### src/sv/masked_pixel_to_rgba8_macros.svh
// Assertion macros shared by the masked_pixel_to_rgba8 RTL.
// No dependencies; define NO_ASSERTIONS to compile the checks out.
`ifndef MASKED_PIXEL_TO_RGBA8_MACROS_SVH
`define MASKED_PIXEL_TO_RGBA8_MACROS_SVH

`ifndef NO_ASSERTIONS

// Property must hold at every rising edge outside reset.
`define MPR_ASSERT(label, clk, rst_n, prop) \
	label: assert property (@(posedge clk) disable iff (!rst_n) (prop)) \
		else $error("masked_pixel_to_rgba8: property violated");

// Condition must never be seen at a rising edge outside reset.
`define MPR_NEVER(label, clk, rst_n, cond) \
	label: assert property (@(posedge clk) disable iff (!rst_n) !(cond)) \
		else $error("masked_pixel_to_rgba8: forbidden condition seen");

`else

`define MPR_ASSERT(label, clk, rst_n, prop)
`define MPR_NEVER(label, clk, rst_n, cond)

`endif

`endif

### src/sv/mpr_pkg.sv
// Shared types, constants and helpers for the masked pixel unpacker.
// No dependencies; imported by every module of the block.
`default_nettype none

package mpr_pkg;

	localparam int MPR_WORD_W     = 32;
	localparam int MPR_QUOT_W     = 8;
	localparam int MPR_NUM_W      = MPR_WORD_W + MPR_QUOT_W;
	localparam int MPR_SHIFT_W    = $clog2(MPR_WORD_W);
	localparam int MPR_BPP_W      = 3;
	localparam int MPR_REG_IDX_W  = 3;
	localparam int MPR_CHANNELS   = 4;

	// Stages 1..3 unpack and form the numerator, then one stage per quotient bit.
	localparam int MPR_PREP_STAGES = 3;
	localparam int MPR_STAGES      = MPR_PREP_STAGES + MPR_QUOT_W;

	localparam logic [MPR_WORD_W-1:0] MPR_RED_MASK_RST   = 32'h00FF_0000;
	localparam logic [MPR_WORD_W-1:0] MPR_GREEN_MASK_RST = 32'h0000_FF00;
	localparam logic [MPR_WORD_W-1:0] MPR_BLUE_MASK_RST  = 32'h0000_00FF;
	localparam logic [MPR_WORD_W-1:0] MPR_ALPHA_MASK_RST = 32'hFF00_0000;
	localparam logic [MPR_BPP_W-1:0]  MPR_BPP_RST        = 3'd4;

	localparam logic [MPR_QUOT_W-1:0] MPR_OPAQUE = 8'hFF;

	localparam int CH_RED   = 0;
	localparam int CH_GREEN = 1;
	localparam int CH_BLUE  = 2;
	localparam int CH_ALPHA = 3;

	typedef enum logic [MPR_REG_IDX_W-1:0] {
		REG_RED_MASK        = 3'd0,
		REG_GREEN_MASK      = 3'd1,
		REG_BLUE_MASK       = 3'd2,
		REG_ALPHA_MASK      = 3'd3,
		REG_BYTES_PER_PIXEL = 3'd4
	} mpr_reg_t;

	// Per-stage register load enables; bit k loads stage k+1.
	typedef struct packed {
		logic [MPR_STAGES-1:0] load;
	} mpr_pipe_t;

	// Trailing zero count; zero for an all-zero word.
	function automatic logic [MPR_SHIFT_W-1:0] mpr_ctz(input logic [MPR_WORD_W-1:0] m);
		logic [MPR_SHIFT_W-1:0] n;
		n = '0;
		for (int i = MPR_WORD_W - 1; i >= 0; i--) begin
			if (m[i]) begin
				n = MPR_SHIFT_W'(i);
			end
		end
		return n;
	endfunction

endpackage

`default_nettype wire

### src/sv/mpr_unpack.sv
// One channel, stages 1..3: mask and trailing zeros, align, rounded numerator.
// Depends on mpr_pkg.
`default_nettype none

module mpr_unpack (
	input  logic                             clk,
	input  mpr_pkg::mpr_pipe_t               pipe,
	input  logic [mpr_pkg::MPR_WORD_W-1:0]   pixel,
	input  logic [mpr_pkg::MPR_WORD_W-1:0]   mask,
	output logic [mpr_pkg::MPR_WORD_W-1:0]   rem_s3,
	output logic [mpr_pkg::MPR_QUOT_W-1:0]   lo_s3,
	output logic [mpr_pkg::MPR_WORD_W-1:0]   top_s3,
	output logic                             zero_s3
);
	import mpr_pkg::*;

	logic [MPR_WORD_W-1:0]  vm_s1;
	logic [MPR_WORD_W-1:0]  mask_s1;
	logic [MPR_SHIFT_W-1:0] tz_s1;
	logic                   zero_s1;
	logic [MPR_WORD_W-1:0]  raw_s2;
	logic [MPR_WORD_W-1:0]  top_s2;
	logic                   zero_s2;
	logic [MPR_NUM_W-1:0]   num;

	// raw*255 + top/2; below 256*top, so the quotient fits in eight bits
	assign num = {raw_s2, {MPR_QUOT_W{1'b0}}} - {{MPR_QUOT_W{1'b0}}, raw_s2}
		+ {{(MPR_QUOT_W + 1){1'b0}}, top_s2[MPR_WORD_W-1:1]};

	always_ff @(posedge clk) begin
		if (pipe.load[0]) begin
			vm_s1   <= pixel & mask;
			mask_s1 <= mask;
			tz_s1   <= mpr_ctz(mask);
			zero_s1 <= (mask == '0);
		end
		if (pipe.load[1]) begin
			raw_s2  <= vm_s1 >> tz_s1;
			top_s2  <= mask_s1 >> tz_s1;
			zero_s2 <= zero_s1;
		end
		if (pipe.load[2]) begin
			rem_s3  <= num[MPR_NUM_W-1:MPR_QUOT_W];
			lo_s3   <= num[MPR_QUOT_W-1:0];
			top_s3  <= top_s2;
			zero_s3 <= zero_s2;
		end
	end

endmodule

`default_nettype wire

### config.mk
export PLATFORM = sky130hd
export DESIGN_NAME = mpr_unpack
export DESIGN_NICKNAME = d
export VERILOG_FILES = /design/src/sv/masked_pixel_to_rgba8_macros.svh /design/src/sv/mpr_pkg.sv /design/src/sv/mpr_unpack.sv
export SDC_FILE = /design/constraint.sdc
export NUM_CORES = 1
export LEC_CHECK = 0
export BUFFER_PORTS_ARGS = -buffer_cell sky130_fd_sc_hd__buf_4
export CAP_MARGIN = 5
export CORE_MARGIN = 10
export CORE_UTILIZATION = 40
export DETAILED_ROUTE_END_ITERATION = 16
export HOLD_SLACK_MARGIN = 0.12
export PLACE_DENSITY = 0.58
export SYNTH_ARGS = -nofsm -noshare
export SYNTH_HDL_FRONTEND = slang
export SYNTH_SLANG_ARGS = --single-unit
### constraint.sdc
create_clock -name clk -period 6.35 [get_ports clk]
set_input_delay 0.3175 -clock clk [delete_from_list [all_inputs] [get_ports clk]]
set_output_delay 0.3175 -clock clk [all_outputs]
set_load 0.01 [all_outputs]
* Yosys cells after proc, flatten, opt, wreduce, memory -nomap -nowiden *
Index checks and enable logic that the tools add are counted.

storage, ports and cells
  register bits after elaboration = 208
  input bits = 76
  output and inout port bits = 73
  word-level logic and storage cells = 56

cells by class
  $add $sub $neg = 2
  shift-type cells = 2
  muxes and demuxes = 31
  bitwise logic cells = 1
  reductions and logical operators = 5

operator list
  kind               count
  $mux W5            16
  $shr A32 B5 Y32    2
  $add A40 B31 Y40   1
  $sub A40 B32 Y40   1
  $and A32 B32 Y32   1
  $logic_not A32 Y1  1
  $mux W4            8
  $reduce_or A16 Y1  1
  $mux W3            4
  $reduce_or A8 Y1   1
  $mux W2            2
  $reduce_or A4 Y1   1
  $reduce_or A2 Y1   1
  $mux W1            1

* Logic depth before layout (Yosys ltp) *
Gate-level depths: netlist (run 1).

  depth in word-level cells = 31
  gate-level depth with buffers = 14

* Worst setup path after synthesis (run 1) *
No wires, ideal clock.

  path type = register to register
  from = register raw_s2[12]
  to = register rem_s3[29] (netlist name) (data pin)
  setup time = 259 ps
  arrival time = 2956 ps
  data required time = 6091 ps
  slack = 3135 ps
  stages on the path, launching flop included = 14
  path buffers = 0
  period minus slack after synthesis = 3215 ps
  cells stage by stage = edfxtp_1 inv_1 fa_1 inv_1 ha_1 and4_4 nand3_2 or4_4 o32ai_2 o31ai_4 o211ai_2 a41o_1 a21oi_1 xnor2_1

between the ends
  longest elaborated chain between the ends = 2

ends and longest elaborated chain
  what                    line              RTL
  from (decl)             mpr_unpack.sv:21  logic [MPR_WORD_W-1:0] raw_s2;
  from (signal assigned)  mpr_unpack.sv:38  raw_s2 <= vm_s1 >> tz_s1;
  $sub A40 B32 Y40        mpr_unpack.sv:27  assign num = {raw_s2, {MPR_QUOT_W{1'b0}}} - {{MPR_QUOT_W{1'b0}}, raw_s2}
  $add A40 B31 Y40        mpr_unpack.sv:28  + {{(MPR_QUOT_W + 1){1'b0}}, top_s2[MPR_WORD_W-1:1]};
  via num[37]             mpr_unpack.sv:24  logic [MPR_NUM_W-1:0] num;
  to (signal assigned)    mpr_unpack.sv:43  rem_s3 <= num[MPR_NUM_W-1:MPR_QUOT_W];
  to (decl)               mpr_unpack.sv:10  output logic [mpr_pkg::MPR_WORD_W-1:0] rem_s3,

The timed path passes the listed nets, and every way through them passes these cells.
A chain may end at the register's enable or synchronous reset.

* Worst setup path in the final report (run 1) *
  from = register raw_s2[9]
  to = register rem_s3[28] (netlist name) (data pin)

The elaborated chain is that of the path after synthesis.

==> metrics.md, run 1 <==
| Metric | Value |
|---|---|
| Status | `complete, no violations` |
| Slew HR | `about a third` |
| Commonest cells in the netlist | `edfxtp_1 (208), inv_1 (125), nand2_1 (109)` |
| Slowest stage delay, CP | `approximately 0.52 ns` |
| Routed Antenna Nets | `0` |
| Clock Latency Late Sink | `around 0.52 ns` |
| FFs w/ async S/R, synth | `0%` |
| Clock sink total | `between 200 and 250` |
| Inserted Clock Buffers | `23` |
| DP Wirelength | `~24000 µm` |
| Setup bufs post-CTS | `0` |
| GR Overflow Total | `0` |
| Wirelength per Cell | `about 18 µm` |
| Final Net Count | `about 1500` |
| Seq/Total Area, Yosys | `49.5%` |
| Worst Setup Start Kind | `register` |
| Max Clk Rate | `between 200 and 300 MHz` |
| Crit path DAT | `4.10 ns` |
| R2R cell count | `12` |
| DRT Pass-1 Iters | `5` |
| Avg Cell Area, Syn | `between 10 and 15 µm²` |
| Initial antenna violation count | `1` |
| Setup Skew | `0.0210 ns` |
| Leak pwr | `~6.3 nW` |
| Pin count of the biggest net entering global routing | `81` |
| Total track usage | `~16%` |
| Count of final hold-check violations | `0` |
| Worst R2R Start | `raw_s2[9]$_DFFE_PP_` |
| Reg2Reg Setup Slack | `2.63 ns` |
| Cells after DPL | `about 1600` |
| Global-route wire length before repair | `roughly 50000 µm` |
| Post-CTS sizing | `0` |
| Initial Util | `between 40 and 50%` |
| Final Max Tran Viols | `0` |
| Post-synth EDFFs | `208` |
| # rows | `64` |
| Post-synthesis sequential element count | `between 200 and 250` |
| Vias in the first global route | `just over 9000` |
| Layout Cells excl Fill | `around 1800` |
| Clock transition at path regs | `approximately 0.060 ns` |
| Syn Inst Count | `roughly 1200` |
| Syn. warnings | `0` |
| Cell area power density | `between 200 and 300 mW/mm²` |
| H-tree Lvls | `1` |
| Layout area overhead | `21.8%` |
| Leading area contributor after synthesis | `edfxtp_1` |
| Crit Path Max Fanout | `6` |
| Critical path required time | `~6.7 ns` |
| Worst Setup SP | `raw_s2[9]$_DFFE_PP_` |
| IO Port Bufs | `140` |
| Diodes inserted | `0` |
| R2R Path End | `rem_s3[28]$_DFFE_PP_` |
| CTS root buffer | `clkbuf_16` |
| Die Ht | `around 200 µm` |
| Final TNS setup | `0 ns` |
| Final GP Congestion | `between 0.8 and 0.9` |
| DR vias/cell | `5.13` |
| CTS tree | `built` |
| RSZ-0062 raised after global routing | `false` |
| Slowest CP cell | `fa_1` |
| CP Class | `register to register` |
| Share of cells above drive strength 1 | `17.3%` |
| Core area | `around 0.031 mm²` |
| Vias | `roughly 9000` |
| Largest cells by area after synthesis | `edfxtp_1 (49%), ha_1 (4.7%), mux4_2 (4.5%)` |
| Worst-path cell chain | `fa_1 > inv_1 > ha_1 > nand4_1 > a211oi_1 > a22oi_1 > o21ai_1 > nand4_1 > a31oi_1 > a31oi_2 > nor4bb_1 > a211o_1` |
| Ys flop type | `edfxtp_1` |
| DIE WIDTH | `between 150 and 200 µm` |
| Initial DRC count | `around 580` |
| Worst hold path class | `input pin to register` |
| Top-count cell post-synth | `edfxtp_1` |
| Syn Nets | `about 1300` |
| Final setup viols | `0` |
| Remaining DRCs | `0` |
| DIE AREA | `0.0391 mm²` |
| Top cell type's share of synthesized area | `about half` |
| # IOs | `149` |
| Final Cycle Share | `~60%` |
| Crit. End Element | `register` |
| Clock Path Buffers | `3` |
| Post-synth cell types | `61` |
| Worst path buffer plus inverter count | `1` |
| Min Tclk post-route | `between 3 and 4 ns` |
| Synthesized area | `between 0.01 and 0.015 mm²` |
| CP endpoint | `rem_s3[28]$_DFFE_PP_` |
| Critical Path Most Common Cell | `nand4_1` |
| Stages on the worst setup path | `12` |
| Worst-margin pin slew | `1.02 ns` |
| Max Cap Viol | `0` |
| Routed WL | `roughly 31000 µm` |
| Maximum VDD drop | `0.172 mV` |
| CP top delay family | `compound AO/OA/AOI/OAI gates` |
## metrics by stage
step | setup WS [ns] | total power (W) | cell area, µm² | utilization (%) | hold slack, ns
6_report | 2.63 | 0.00454 | 15400 | 49.8 | 0.395
4_1_cts | 2.62 | 0.00459 | 15400 | 49.8 | 0.398
5_1_grt | 2.43 | 0.00483 | 15400 | 49.8 | 0.420
3_3_place_gp | 2.69 | 0.00324 | 14000 | 45.4 | 0.408
2_1_floorplan | 3.14 | 0.00277 | 12600 | - | 0.400
3_5_place_dp | 2.68 | 0.00325 | 14000 | 45.4 | 0.419
## state kept, by name (all words and copies together), names as in the netlist
register  flops
top_s3       32
vm_s1        32
raw_s2       32
mask_s1      32
zero_s2       1
lo_s3         8
zero_s3       1
top_s2       32
rem_s3       32
zero_s1       1
tz_s1         5
## final cells by class
type | instances | area [µm²]
inverter | 126 | 473
clock inverter | 12 | 136
sequential | 208 | 6250
tap | 396 | 495
clock buffer | 29 | 598
fill | 2835 | 15500
multi-input combinational | 774 | 5690
timing repair buffer | 209 | 1730
## power by group
| part | switching, W | total, W | internal, W |
|---|---|---|---|
| sequential | 0.0000840 | 0.00185 | 0.00176 |
| clock | 0.000509 | 0.00130 | 0.000787 |
| combinational | 0.000775 | 0.00140 | 0.000624 |
## how the worst min path moves through the flow
stage | startpoint | cells past startpoint | endpoint | slack [ns]
finish | pipe[1] | 1 | zero_s2$_DFFE_PP_ | 0.40
floorplan | top_s2[0]$_DFFE_PP_ | 0 | top_s3[0]$_DFFE_PP_ | 0.40
detailed placement | top_s2[0]$_DFFE_PP_ | 0 | top_s3[0]$_DFFE_PP_ | 0.42
global route | pipe[1] | 1 | top_s2[1]$_DFFE_PP_ | 0.42
global placement | zero_s2$_DFFE_PP_ | 0 | zero_s3$_DFFE_PP_ | 0.41
CTS | pipe[1] | 1 | zero_s2$_DFFE_PP_ | 0.40
## metal layers
layer	track usage (%)	vias to the layer above	wire length [µm]
met5	0	-	13
li1	-	4519	-
met3	3.00	52	1620
met1	21.2	4226	14400
met2	25.9	206	14400
met4	3.99	2	655
## layout by cell type, fill, tap and decap left out, types with 3 or more instances in the layout
cell,n
edfxtp_1,208
buf_4,145
inv_1,125
nand2_1,109
a21oi_1,95
nor2_1,94
dlygate4sd3_1,64
o21ai_0,61
ha_1,47
mux2i_1,46
and2_1,35
xnor2_1,25
mux4_2,25
fa_1,24
clkbuf_16,23
a211oi_1,22
mux2_2,20
nor2b_1,18
o22ai_1,14
nor3_1,11
xor2_1,11
a21o_1,10
nand3_1,10
o21bai_1,10
nand2b_1,9
nand4_1,8
o211ai_1,7
nor4_1,7
o21ai_1,6
o21a_1,6
clkbuf_1,6
or2_2,5
a31oi_1,5
clkinv_1,5
or3_1,4
o31ai_1,3
bufinv_16,3
## timing repair
action,CTS,global route
hold buffers,64,0
hold endpoints to repair,66,0
endpoints found under the setup margin,0,0
## cells by family (layout without fill, tap and decap cells)
logic type	Yosys count	after routing	synth area share, %
buf+inv	177	376	5.42
flops	208	208	49.5
simple gates	316	316	11.6
fa+ha+maj	71	71	8.47
compound gates	260	260	12.7
xor+xnor	36	36	2.50
mux	91	91	9.89
Note: power is estimated with default switching activity, not from simulation.
==> run 2, diff against run 1 <==
--- a/config.mk
+++ b/config.mk
@@ -5,6 +5,7 @@
 export SDC_FILE = /design/constraint.sdc
 export NUM_CORES = 1
 export LEC_CHECK = 0
+export ABC_AREA = 1
 export BUFFER_PORTS_ARGS = -buffer_cell sky130_fd_sc_hd__buf_4
 export CAP_MARGIN = 5
 export CORE_MARGIN = 10
==> constraint.sdc (replaced) <==
create_clock -name clk -period 3.5 [get_ports clk]
set_input_delay 0.175 -clock clk [delete_from_list [all_inputs] [get_ports clk]]
set_output_delay 0.175 -clock clk [all_outputs]
set_load 0.01 [all_outputs]
==> run 2 against run 1 <==
Effect of this change: worst setup slack lost 2.4 ns; register-to-register slack lost 2.4 ns; clock skew shrank 0.012 ns; critical path depth grew 6; design area grew 2.2%; sequential power grew 80%; largest cell class unchanged; first-iteration DRC count grew 7.2%; global-route usage grew 1.1 points; flip-flop and latch count is the same; combinational power grew 89%; synthesized cell count grew 24%; via count grew 11%.
==> metrics.md, run 2 <==
| Metric | Value |
|---|---|
| Status | `complete, no violations` |
| DIE WIDTH | `approximately 200 µm` |
| Crit Path Max Fanout | `4` |
| Remaining DRCs | `0` |
| R2R Path End | `rem_s3[28]$_DFFE_PP_` |
| DP Wirelength | `25700 µm` |
| Wirelength per Cell | `16.2 µm` |
| Slowest CP cell | `fa_1` |
| Commonest non-fill, non-tap cell in the layout | `nand2_1` |
| Hold path cells | `1` |
| Final Net Count | `roughly 1800` |
| Worst hold path class | `input pin to register` |
| CP top delay family | `compound AO/OA/AOI/OAI gates` |
| Post-route setup slack | `about 0.18 ns` |
| Clock transition at path regs | `roughly 0.060 ns` |
| Reg2Reg Setup Slack | `approximately 0.18 ns` |
| DRT Pass-1 Iters | `5` |
| IO Port Bufs | `140` |
| Post-synth EDFFs | `roughly 210` |
| Critical Path Most Common Cell | `inv_1` |
| Post-Place Setup Slack | `0.0560 ns` |
| Critical path required time | `3.75 ns` |
| Worst path buffer plus inverter count | `3` |
| Initial antenna violation count | `0` |
| Slew HR | `37.9%` |
| Hold Crit Endpoint | `top_s2[3]$_DFFE_PP_` |
| Die Ht | `198 µm` |
| Largest cells by area after synthesis | `edfxtp_1 (49%), nand2_1 (10%), inv_1 (6.4%)` |
| H-tree Lvls | `1` |
| Seq/Total Area, Yosys | `49.3%` |
| Vias in the first global route | `between 9000 and 10000` |
| Worst Setup Start Kind | `register` |
| Maximum VDD drop | `slightly above 0.3 mV` |
| CTS root buffer | `clkbuf_16` |
| Final Max Tran Viols | `0` |
| Syn Nets | `approximately 1600` |
| Setup Skew | `0.00918 ns` |
| R2R cell count | `18` |
| Clock Path Buffers | `3` |
| Inserted Clock Buffers | `24` |
| Cell area power density | `around 540 mW/mm²` |
| Commonest cells in the netlist | `nand2_1 (352), inv_1 (215), edfxtp_1 (208)` |
| Worst R2R Start | `raw_s2[13]$_DFFE_PP_` |
| Avg Cell Area, Syn | `slightly below 9 µm²` |
| Vias | `10000` |
| Final setup viols | `0` |
| DIE AREA | `between 0.03 and 0.04 mm²` |
| Top cell type's share of synthesized area | `49.3%` |
| Leak pwr | `a little over 7 nW` |
| Syn Inst Count | `between 1000 and 1500` |
| Layout area overhead | `24.0%` |
| Worst-path cell chain | `fa_1 > inv_1 > ha_1 > a21oi_1 > inv_1 > a21oi_1 > nor2_1 > nor2_1 > o21ai_1 > a21oi_2 > inv_1 > a21oi_4 > o31ai_4 > a21oi_2 > o21ai_2 > nand3_1 > nand2_1 > xor2_1` |
| Most frequent cells in the layout | `nand2_1 (352), inv_1 (214), edfxtp_1 (208)` |
| Initial Util | `between 40 and 50%` |
| Diodes inserted | `0` |
| Post-synthesis sequential element count | `208` |
| Synthesized area | `0.0127 mm²` |
| Final Cycle Share | `between 90% and 100%` |
| Top-count cell post-synth | `nand2_1` |
| Final TNS setup | `0 ns` |
| Count of final hold-check violations | `0` |
| Pin count of the biggest net entering global routing | `74` |
| Cells after DPL | `1937` |
| Max Clk Rate | `between 300 and 400 MHz` |
| RSZ-0062 raised after global routing | `false` |
| Leading area contributor after synthesis | `edfxtp_1` |
| Share of cells above drive strength 1 | `about 15%` |
| Hold path start | `pipe[1]` |
| Routed Antenna Nets | `0` |
| Layout Cells excl Fill | `around 2000` |
| Crit. End Element | `register` |
| Post-synth cell types | `44` |
| Routed WL | `about 33000 µm` |
| Final Power | `around 0.0085 W` |
| # rows | `between 60 and 70` |
| Clock sink total | `approximately 210` |
| Syn. warnings | `0` |
| Crit path DAT | `3.57 ns` |
| CP Class | `register to register` |
| Worst-margin pin slew | `0.932 ns` |
| Slowest stage delay, CP | `between 0.5 and 0.6 ns` |
| Ys flop type | `edfxtp_1` |
| # IOs | `~150` |
| Total track usage | `approximately 17%` |
| Clock Latency Late Sink | `about 0.51 ns` |
| Min Hold Slack | `around 0.27 ns` |
| Max Cap Viol | `0` |
| GR Overflow Total | `0` |
| CTS tree | `built` |
| Global-route wire length before repair | `about 53000 µm` |
| FFs w/ async S/R, synth | `0%` |
| Final GP Congestion | `0.900` |
| Fillers | `2992` |
| Min Tclk post-route | `approximately 3.3 ns` |
| Core area | `around 0.031 mm²` |
| DR vias/cell | `4.89` |
| Initial DRC count | `624` |
==> run 2: changes by cell type after synthesis, moves of 22 or more <==
cell and delta:
a211oi_1 -22, a21oi_1 -34, and2_1 -35, inv_1 +90, mux2i_1 -31, mux4_2 -25
nand2_1 +243, nand3_1 +73, o21ai_0 +73
==> run 2: power by group <==
part	internal [W]	leakage, nW	switching [W]
Clock	0.00152	0.387	0.000963
Combinational	0.00110	4.67	0.00155
Sequential	0.00319	2.07	0.000135
Total	0.00581	7.12	0.00265
==> run 2: cell families after synthesis <==
group / count (synthesis) / synth area share [%]
adder cells (fa/ha/maj): 71 / 8.44
flip-flops: 208 / 49.3
XOR/XNOR: 38 / 2.63
multiplexers: 15 / 1.19
buffers and inverters: 283 / 8.40
AO/OA/AOI/OAI: 275 / 12.7
AND/OR/NAND/NOR: 547 / 17.3
==> run 2: timing repair <==
action,in CTS,in global routing
endpoints found under the setup margin,0,7
resized for setup,0,13
hold buffers,64,0
endpoints found under the hold margin,68,0
buffers inserted,0,5
==> run 2: per-layer routing <==
layer  up-vias  wire [µm]  GRT usage [%]
met5         -          0              0
met4         0        570           3.84
met3        27       1430           2.48
met2       237      15700           28.0
met1      4591      15400           22.9
li1       5165          -              -
==> run 2: cell type report <==
cell class	instances	area, µm²	share of cell area (%)
timing repair buffer	229	1930	12.3
clock buffer	28	637	4.05
multi-input combinational	946	5410	34.5
tap	402	503	3.20
sequential	208	6250	39.8
clock inverter	14	151	0.964
inverter	221	830	5.28
==> run 2: how the worst max path moves through the flow <==
stage | slack, ns | from | endpoint | cells after the start
floorplan | 0.42 | raw_s2[1]$_DFFE_PP_ | rem_s3[25]$_DFFE_PP_ | 14
global placement | 0.09 | raw_s2[9]$_DFFE_PP_ | rem_s3[28]$_DFFE_PP_ | 16
CTS | 0.04 | raw_s2[13]$_DFFE_PP_ | rem_s3[28]$_DFFE_PP_ | 18
finish | 0.18 | raw_s2[13]$_DFFE_PP_ | rem_s3[28]$_DFFE_PP_ | 18
detailed placement | 0.06 | raw_s2[13]$_DFFE_PP_ | rem_s3[28]$_DFFE_PP_ | 18
global route | 0.02 | raw_s2[13]$_DFFE_PP_ | rem_s3[28]$_DFFE_PP_ | 18
==> run 2: worst register-to-register path, stage by stage (launching register included) <==
cell	delay, ns
edfxtp_1	0.44
fa_1	0.53
inv_1	0.04
ha_1	0.33
a21oi_1	0.14
inv_1	0.08
a21oi_1	0.19
nor2_1	0.06
nor2_1	0.08
o21ai_1	0.08
a21oi_2	0.16
inv_1	0.09
a21oi_4	0.19
o31ai_4	0.09
a21oi_2	0.18
o21ai_2	0.10
nand3_1	0.08
nand2_1	0.06
xor2_1	0.14
==> run 2: stage by stage <==
stage,utilization [%],cell area [µm²]
floorplan,-,12700
global placement,45.2,14200
detailed placement,45.2,14200
CTS,49.7,15600
global route,50.0,15700
finish,50.0,15700
==> run 3, diff against run 2 <==
--- a/config.mk
+++ b/config.mk
@@ -10,6 +10,7 @@
 export CAP_MARGIN = 5
 export CORE_MARGIN = 10
 export CORE_UTILIZATION = 40
+export CTS_BUF_LIST = sky130_fd_sc_hd__clkbuf_4 sky130_fd_sc_hd__clkbuf_8 sky130_fd_sc_hd__clkbuf_16
 export DETAILED_ROUTE_END_ITERATION = 16
 export HOLD_SLACK_MARGIN = 0.12
 export PLACE_DENSITY = 0.58
==> run 3 against run 2 <==
Effect of this change: sequential share of layout area barely moved; combinational power about the same; largest power group unchanged; highest routed layer unchanged; flip-flop and latch count did not move; maximum frequency barely moved.
==> metrics.md, run 3 (synthesized netlist as in run 2, its figures left out) <==
| Metric | Value |
|---|---|
| Status | `complete, no violations` |
| Share of cells above drive strength 1 | `between 10% and 20%` |
| Fillers | `about 3000` |
| Final Max Tran Viols | `0` |
| Maximum VDD drop | `roughly 0.3 mV` |
| DIE AREA | `0.0392 mm²` |
| CP Class | `register to register` |
| Wirelength per Cell | `16.2 µm` |
| DIE WIDTH | `approximately 200 µm` |
| Core area | `around 0.031 mm²` |
| Clock sink total | `208` |
| Crit Path Max Fanout | `4` |
| Switching power | `~0.0026 W` |
| Clock transition at path regs | `roughly 0.060 ns` |
| CTS tree | `built` |
| Post-Place Setup Slack | `0.0560 ns` |
| Worst-margin pin slew | `0.930 ns` |
| CTS root buffer | `clkbuf_16` |
| Remaining DRCs | `0` |
| GR Overflow Total | `0` |
| Post-route setup slack | `approximately 0.18 ns` |
| Clock Latency Late Sink | `between 0.5 and 0.6 ns` |
| Clock power share | `between 20% and 30%` |
| RSZ-0062 raised after global routing | `false` |
| Initial DRC count | `between 600 and 700` |
| Final Cell Area | `around 0.016 mm²` |
| # IOs | `approximately 150` |
| Max Clk Rate | `around 300 MHz` |
| Final TNS setup | `0 ns` |
| Routed WL | `around 33000 µm` |
| DR vias/cell | `between 4 and 5` |
| Pin count of the biggest net entering global routing | `74` |
| Clock Path Buffers | `3` |
| Sw frac | `between 30% and 40%` |
| H-tree Lvls | `1` |
| Initial antenna violation count | `0` |
| Internal power component | `around 0.006 W` |
| Final GP Congestion | `approximately 0.9` |
| Worst hold path class | `input pin to register` |
| Initial Util | `approximately two fifths` |
| Count of final hold-check violations | `0` |
| Leak pwr | `7.13 nW` |
| DRT Pass-1 Iters | `5` |
| Flop pwr share | `about two fifths` |
| DP Wirelength | `around 26000 µm` |
| Slew HR | `38.0%` |
| Final Cycle Share | `a little over nine tenths` |
| Vias in the first global route | `slightly below 10000` |
| Gate power share | `31.3%` |
| Global-route wire length before repair | `between 50000 and 60000 µm` |
| Worst Setup Start Kind | `register` |
| Setup Skew | `around 0.0091 ns` |
| Final Net Count | `roughly 1800` |
| Area of placed instances | `~0.014 mm²` |
| Critical path required time | `roughly 3.8 ns` |
| Min Hold Slack | `between 0.2 and 0.3 ns` |
| Final setup viols | `0` |
| Commonest non-fill, non-tap cell in the layout | `nand2_1` |
| Min Tclk post-route | `3.32 ns` |
| Vias | `~10000` |
| Total track usage | `between 10% and 20%` |
| Die Ht | `around 200 µm` |
| Max Cap Viol | `0` |
| Crit path DAT | `between 3 and 4 ns` |
| Inserted Clock Buffers | `24` |
| Layout area overhead | `24.1%` |
| Routed Antenna Nets | `0` |
| IO Port Bufs | `140` |
| Cell area power density | `540 mW/mm²` |
| Diodes inserted | `0` |
| # rows | `between 60 and 70` |
| Crit. End Element | `register` |
| Most frequent cells in the layout | `nand2_1 (352), inv_1 (214), edfxtp_1 (208)` |
run 3: changes by cell type in the layout (fill, tap and decap cells not counted):
cell | previous run | this run
clkbuf_4 | 0 | 3
clkbuf_1 | 3 | 0
run 3: worst max-delay path: stages, from the launching register on:
cell and delay [ns]:
edfxtp_1 0.44, fa_1 0.53, inv_1 0.04, ha_1 0.33, a21oi_1 0.14, inv_1 0.08
a21oi_1 0.19, nor2_1 0.06, nor2_1 0.08, o21ai_1 0.08, a21oi_2 0.16, inv_1 0.09
a21oi_4 0.19, o31ai_4 0.08, a21oi_2 0.18, o21ai_2 0.10, nand3_1 0.08, nand2_1 0.06
xor2_1 0.14
run 3: final timing paths:
path,startpoint,endpoint,depth (start not counted),slack [ns]
max,raw_s2[13]$_DFFE_PP_,rem_s3[28]$_DFFE_PP_,18,0.18
min,pipe[1],top_s2[3]$_DFFE_PP_,1,0.28
max reg2reg,raw_s2[13]$_DFFE_PP_,rem_s3[28]$_DFFE_PP_,18,0.18
min reg2reg,top_s2[0]$_DFFE_PP_,top_s3[0]$_DFFE_PP_,0,0.42
run 3: layer usage:
metal	up-vias	GRT usage, %	wire, µm	part of all wire, %
li1	5165	-	-	-
met1	4579	22.9	15500	47
met2	230	28.0	15700	47
met3	27	2.48	1420	4.3
met4	0	3.84	570	1.7
met5	-	0	0	0
run 3: through the flow:
| step | utilization, % | total power, W | std cells |
|---|---|---|---|
| 2_1_floorplan | - | 0.00495 | 1437 |
| 3_3_place_gp | 45.2 | 0.00588 | 1937 |
| 3_5_place_dp | 45.2 | 0.00591 | 1937 |
| 4_1_cts | 49.8 | 0.00851 | 2043 |
| 5_1_grt | 50.1 | 0.00903 | 2048 |
| 6_report | 50.1 | 0.00848 | 2048 |
run 3: final cells by class:
| type | count | area, µm² | share of cell area, % |
|---|---|---|---|
| clock buffer | 28 | 648 | 4.12 |
| clock inverter | 14 | 151 | 0.963 |
| inverter | 221 | 830 | 5.28 |
| multi-input combinational | 946 | 5410 | 34.4 |
| sequential | 208 | 6250 | 39.7 |
| tap | 402 | 503 | 3.20 |
| timing repair buffer | 229 | 1930 | 12.3 |
run 3: power groups by stage:
stage               combinational [W]  clock (W)  sequential (W)
global route                  0.00298    0.00269         0.00336
detailed placement            0.00253          0         0.00338
finish                        0.00265    0.00250         0.00333
floorplan                     0.00151          0         0.00344
global placement              0.00251          0         0.00338
CTS                           0.00259    0.00258         0.00333
run 3: repair_timing:
| item | CTS | global route |
|---|---|---|
| hold buffers | 64 | 0 |
| gates resized for setup | 0 | 13 |
| buffers inserted | 0 | 5 |
| setup endpoints to repair | 0 | 7 |
| hold endpoints to repair | 68 | 0 |
